**config.mk**
```make
export PLATFORM = sky130hd
export DESIGN_NAME = bgs_locate
export DESIGN_NICKNAME = d
export VERILOG_FILES = /design/src/bgs_pkg.sv /design/src/bgs_locate.sv
export SDC_FILE = /design/constraint.sdc
export NUM_CORES = 1
export LEC_CHECK = 0
export BUFFER_PORTS_ARGS = -buffer_cell sky130_fd_sc_hd__buf_2
export CORE_UTILIZATION = 37
export DETAILED_ROUTE_END_ITERATION = 8
export PLACE_DENSITY = 0.87
export SLEW_MARGIN = 20
export SYNTH_ARGS = -nofsm -noshare
export SYNTH_HDL_FRONTEND = slang
export SYNTH_SLANG_ARGS = --single-unit
```
**constraint.sdc**
```tcl
create_clock -name vclk -period 1.6
set_clock_uncertainty 0.1 [all_clocks]
set_input_delay 0.08 -clock vclk [all_inputs]
set_output_delay 0.08 -clock vclk [all_outputs]
set_load 0.02 [all_outputs]
```
**src/bgs_pkg.sv**
```systemverilog
// Package: shared types and constants of the bit grid block.
`default_nettype none
package bgs_pkg;

    localparam int OP_W      = 3;
    localparam int COORD_W   = 8;
    localparam int CFG_W     = 9;
    localparam int CFG_IDX_W = 1;

    localparam logic [CFG_IDX_W-1:0] CFG_COLS_IN_USE = 1'b0;
    localparam logic [CFG_IDX_W-1:0] CFG_ROWS_IN_USE = 1'b1;

    localparam logic [CFG_W-1:0] COLS_RESET = 9'd256;
    localparam logic [CFG_W-1:0] ROWS_RESET = 9'd256;

    typedef enum logic [OP_W-1:0] {
        OP_SET   = 3'd0,
        OP_GET   = 3'd1,
        OP_START = 3'd2,
        OP_NEXT  = 3'd3,
        OP_CLEAR = 3'd4
    } t_op;

    // which of the up to three bits of a set request is being written
    typedef enum logic [1:0] {
        TGT_MAIN = 2'd0,
        TGT_UP   = 2'd1,
        TGT_LEFT = 2'd2
    } t_tgt;

    typedef enum logic [3:0] {
        S_INIT,
        S_IDLE,
        S_SET_RD,
        S_SET_WR,
        S_GET_RD,
        S_GET_WAIT,
        S_FETCH,
        S_FETCH_WAIT,
        S_NEXT,
        S_CLEAR,
        S_DONE
    } t_state;

endpackage
`default_nettype wire

```
**src/bgs_locate.sv**
```systemverilog
// Coordinate to word address and bit offset, with the in-use check.
`default_nettype none
module bgs_locate #(
    parameter int WORD_BITS = 32,
    parameter int MAX_COLS  = 256,
    parameter int MAX_ROWS  = 256,
    localparam int WPR   = (MAX_COLS + WORD_BITS - 1) / WORD_BITS,
    localparam int DEPTH = MAX_ROWS * WPR,
    localparam int AW    = (DEPTH > 1) ? $clog2(DEPTH) : 1,
    localparam int WIW   = (WPR > 1) ? $clog2(WPR) : 1,
    localparam int BW    = $clog2(WORD_BITS),
    localparam int CW0   = $clog2(MAX_COLS + 1),
    localparam int RW0   = $clog2(MAX_ROWS + 1),
    localparam int ECW   = (CW0 > bgs_pkg::CFG_W) ? CW0 : bgs_pkg::CFG_W,
    localparam int ERW   = (RW0 > bgs_pkg::CFG_W) ? RW0 : bgs_pkg::CFG_W
) (
    input  wire logic [bgs_pkg::COORD_W-1:0] i_col,
    input  wire logic [bgs_pkg::COORD_W-1:0] i_row,
    input  wire logic [ECW-1:0]              i_eff_cols,
    input  wire logic [ERW-1:0]              i_eff_rows,
    output logic      [AW-1:0]               o_addr,
    output logic      [BW-1:0]               o_bit,
    output logic                             o_in_use
);

    logic [WIW-1:0] word_idx;

    // word index by threshold compare: no divider for odd word sizes
    always_comb begin
        word_idx = '0;
        for (int k = 1; k < WPR; k++) begin
            if (int'(i_col) >= k * WORD_BITS) begin
                word_idx = WIW'(k);
            end
        end
    end

    assign o_bit    = BW'(int'(i_col) - int'(word_idx) * WORD_BITS);
    assign o_addr   = AW'(int'(i_row) * WPR + int'(word_idx));
    assign o_in_use = (ECW'(i_col) < i_eff_cols) && (ERW'(i_row) < i_eff_rows);

endmodule
`default_nettype wire

```
==> flow_summary.ini <==
[placed_design]
placed_area_um2 = 649
dp_slack_ns = -0.0214
detailed_place_hpwl_um = 914
io_buffer_count = 51
globalplace.congestion = 0.650

[sta]
fin_crit_sh_pct = 96.1
holdWs_ns = 0.287
finalSetupViolations = 0
period_needed_ns = 1.54
maxSlewHeadroom_pct = 78.1
final-hold-violation-count = 0
tightest_slew_ns = 0.326
clock.fmax_mhz = 650
slew_viol_final = 0
setup_ws_ns = 0.0624

[routing]
drc = 0
wl_um = 1050
first_pass_iters = 4
ant_nets = 0
wl_per_cell_um = 9.02
via_per_inst = 4.81
via_count = 558
drt_first_iter_violations = 3

[synthesis]
synth_top_area_share_pct = 36.1
synth_top_family_by_area = adder cells
synth.avg_cell_area_um2 = 7.25
synth_compound_gate_area_share_pct = 15.5
synth_area_leaders = ha_1, buf_4, inv_1
synth-adder-area-share_pct = 36.1
synth_cell_types = 18
syn_nets = 115
ys_warn_count = 0
yosysTopAreaCell = ha_1
syn_inst = 67
syn_area_um2 = 485
synthMuxAreaShare_pct = 0
synth-simple-area-share_pct = 15.2
synthXorXnorAreaFrac_pct = 0
yosys-top-cells-count = ha_1, inv_1, buf_4
seq_area_frac_synth_pct = 0

[power]
clock_power_share_pct = 0
p_leak_nw = 0.441
swShare_pct = 50.6
powerDensity_nw_per_um2 = 288
p_int_mw = 0.104
switching_power_mw = 0.107
ir_worst_vdd_mv = 0.126
pwr-share-comb_pct = 100.0
p_seq_share_pct = 0

[die]
die_h_um = 38.2
pin_count = 51
core-area_um2 = 1160
die_area_um2 = 1460
die_width_um = 38.2
initial_utilization_pct = 42.0
rows = 12

[worst_setup_path]
worst_setup_path_end_kind = output pin
critical_path_class = in -> out
cp-start-kind = primary input
crit_required_ns = 1.42
worst-endpoint-arrival_ns = 1.36
crit_fanout = 3

[grt]
grt_max_degree = 5
antenna_found_initial = 0
grt_overflow = 0
grt_pass1_wl_um = 1550
grt_pass1_vias = 452
grt_use_total_pct = 13.9

[final_layout]
n_fill_cell = 105
nets = 152
antenna_cells = 0
syn2layout_area_growth_pct = 50.8
regArea_um2 = 0
multi_input_area_um2 = 398
final_layout_size_suffix_gt1_share_pct = 60.8
stdcell_area_um2 = 732
num-clock-buffers = 0
nFlopsAndLatches = 0

[clock_tree]
ctsHoldBuffers = 0

[min_path]
min_path_type = in -> out

[run_status]
status = finished, final reports clean

[run]
maxCapViolCount = 0
cell families (layout without fill, tap and decap cells):
| logic type | Yosys count | after routing |
|---|---|---|
| adders and majority gates | 14 | 14 |
| AOI/OAI and AO/OA | 12 | 12 |
| and+or+nand+nor | 11 | 11 |
| buffers and inverters | 30 | 65 |
placed cells by master (no fill, tap or decap), types with 2 or more instances in the layout:
cell type | netlist | final
nand4b_1 | 2 | 2
a31oi_1 | 2 | 2
ha_1 | 14 | 9
buf_2 | 0 | 49
inv_2 | 0 | 2
ha_4 | 0 | 5
a21oi_2 | 0 | 3
nand2b_1 | 2 | 2
o21ai_1 | 1 | 2
inv_1 | 14 | 12
nand2_1 | 2 | 2
a21o_1 | 2 | 2
path summary, 6_finish.rpt:
path | startpoint | endpoint | depth (start not counted)
setup / recovery | i_eff_cols[7] | o_in_use | 8
hold / removal | i_col[0] | o_bit[0] | 2
routing by layer:
layer	track usage (%)	vias to the layer above	routed length, um
met4	0	0	0
met5	0	-	0
met2	30.5	36	549
met3	0.581	0	113
li1	-	283	-
met1	14.6	239	383
final cells by class:
cell class | count | area share [%]
Multi-Input combinational cell | 37 | 54.4
Inverter | 14 | 7.18
Tap cell | 14 | 2.39
Timing Repair Buffer | 51 | 36.1
worst max-delay path: stages:
cell	delay [ns]
buf_6	0.09
inv_2	0.05
ha_4	0.20
a21oi_2	0.10
o21ai_1	0.07
or3_1	0.38
a211oi_2	0.21
buf_4	0.17
what timing repair did:
action	4_1_cts	5_1_grt
endpoints found under the setup margin	1	1
gates resized for setup	1	12
setup buffers	0	0
cloned	0	0
pin swaps	1	6
power by group through the flow:
stage | Sequential, mW | Clock (mW) | Combinational, mW
finish | 0 | 0 | 0.211
global route | 0 | 0 | 0.238
CTS | 0 | 0 | 0.185
detailed placement | 0 | 0 | 0.181
global placement | 0 | 0 | 0.177
floorplan | 0 | 0 | 0.126
stage by stage:
step / util (%) / TNS [ns] / cells / power [mW]
5_1_grt: 63.3 / -0.0126 / 116 / 0.238
4_1_cts: 56.4 / 0 / 116 / 0.185
3_5_place_dp: 56.2 / -0.0214 / 116 / 0.181
2_1_floorplan: - / 0 / 67 / 0.126
6_report: 63.3 / 0 / 116 / 0.211
3_3_place_gp: 56.2 / -0.0207 / 116 / 0.177
(Power assumes the default switching activity.)
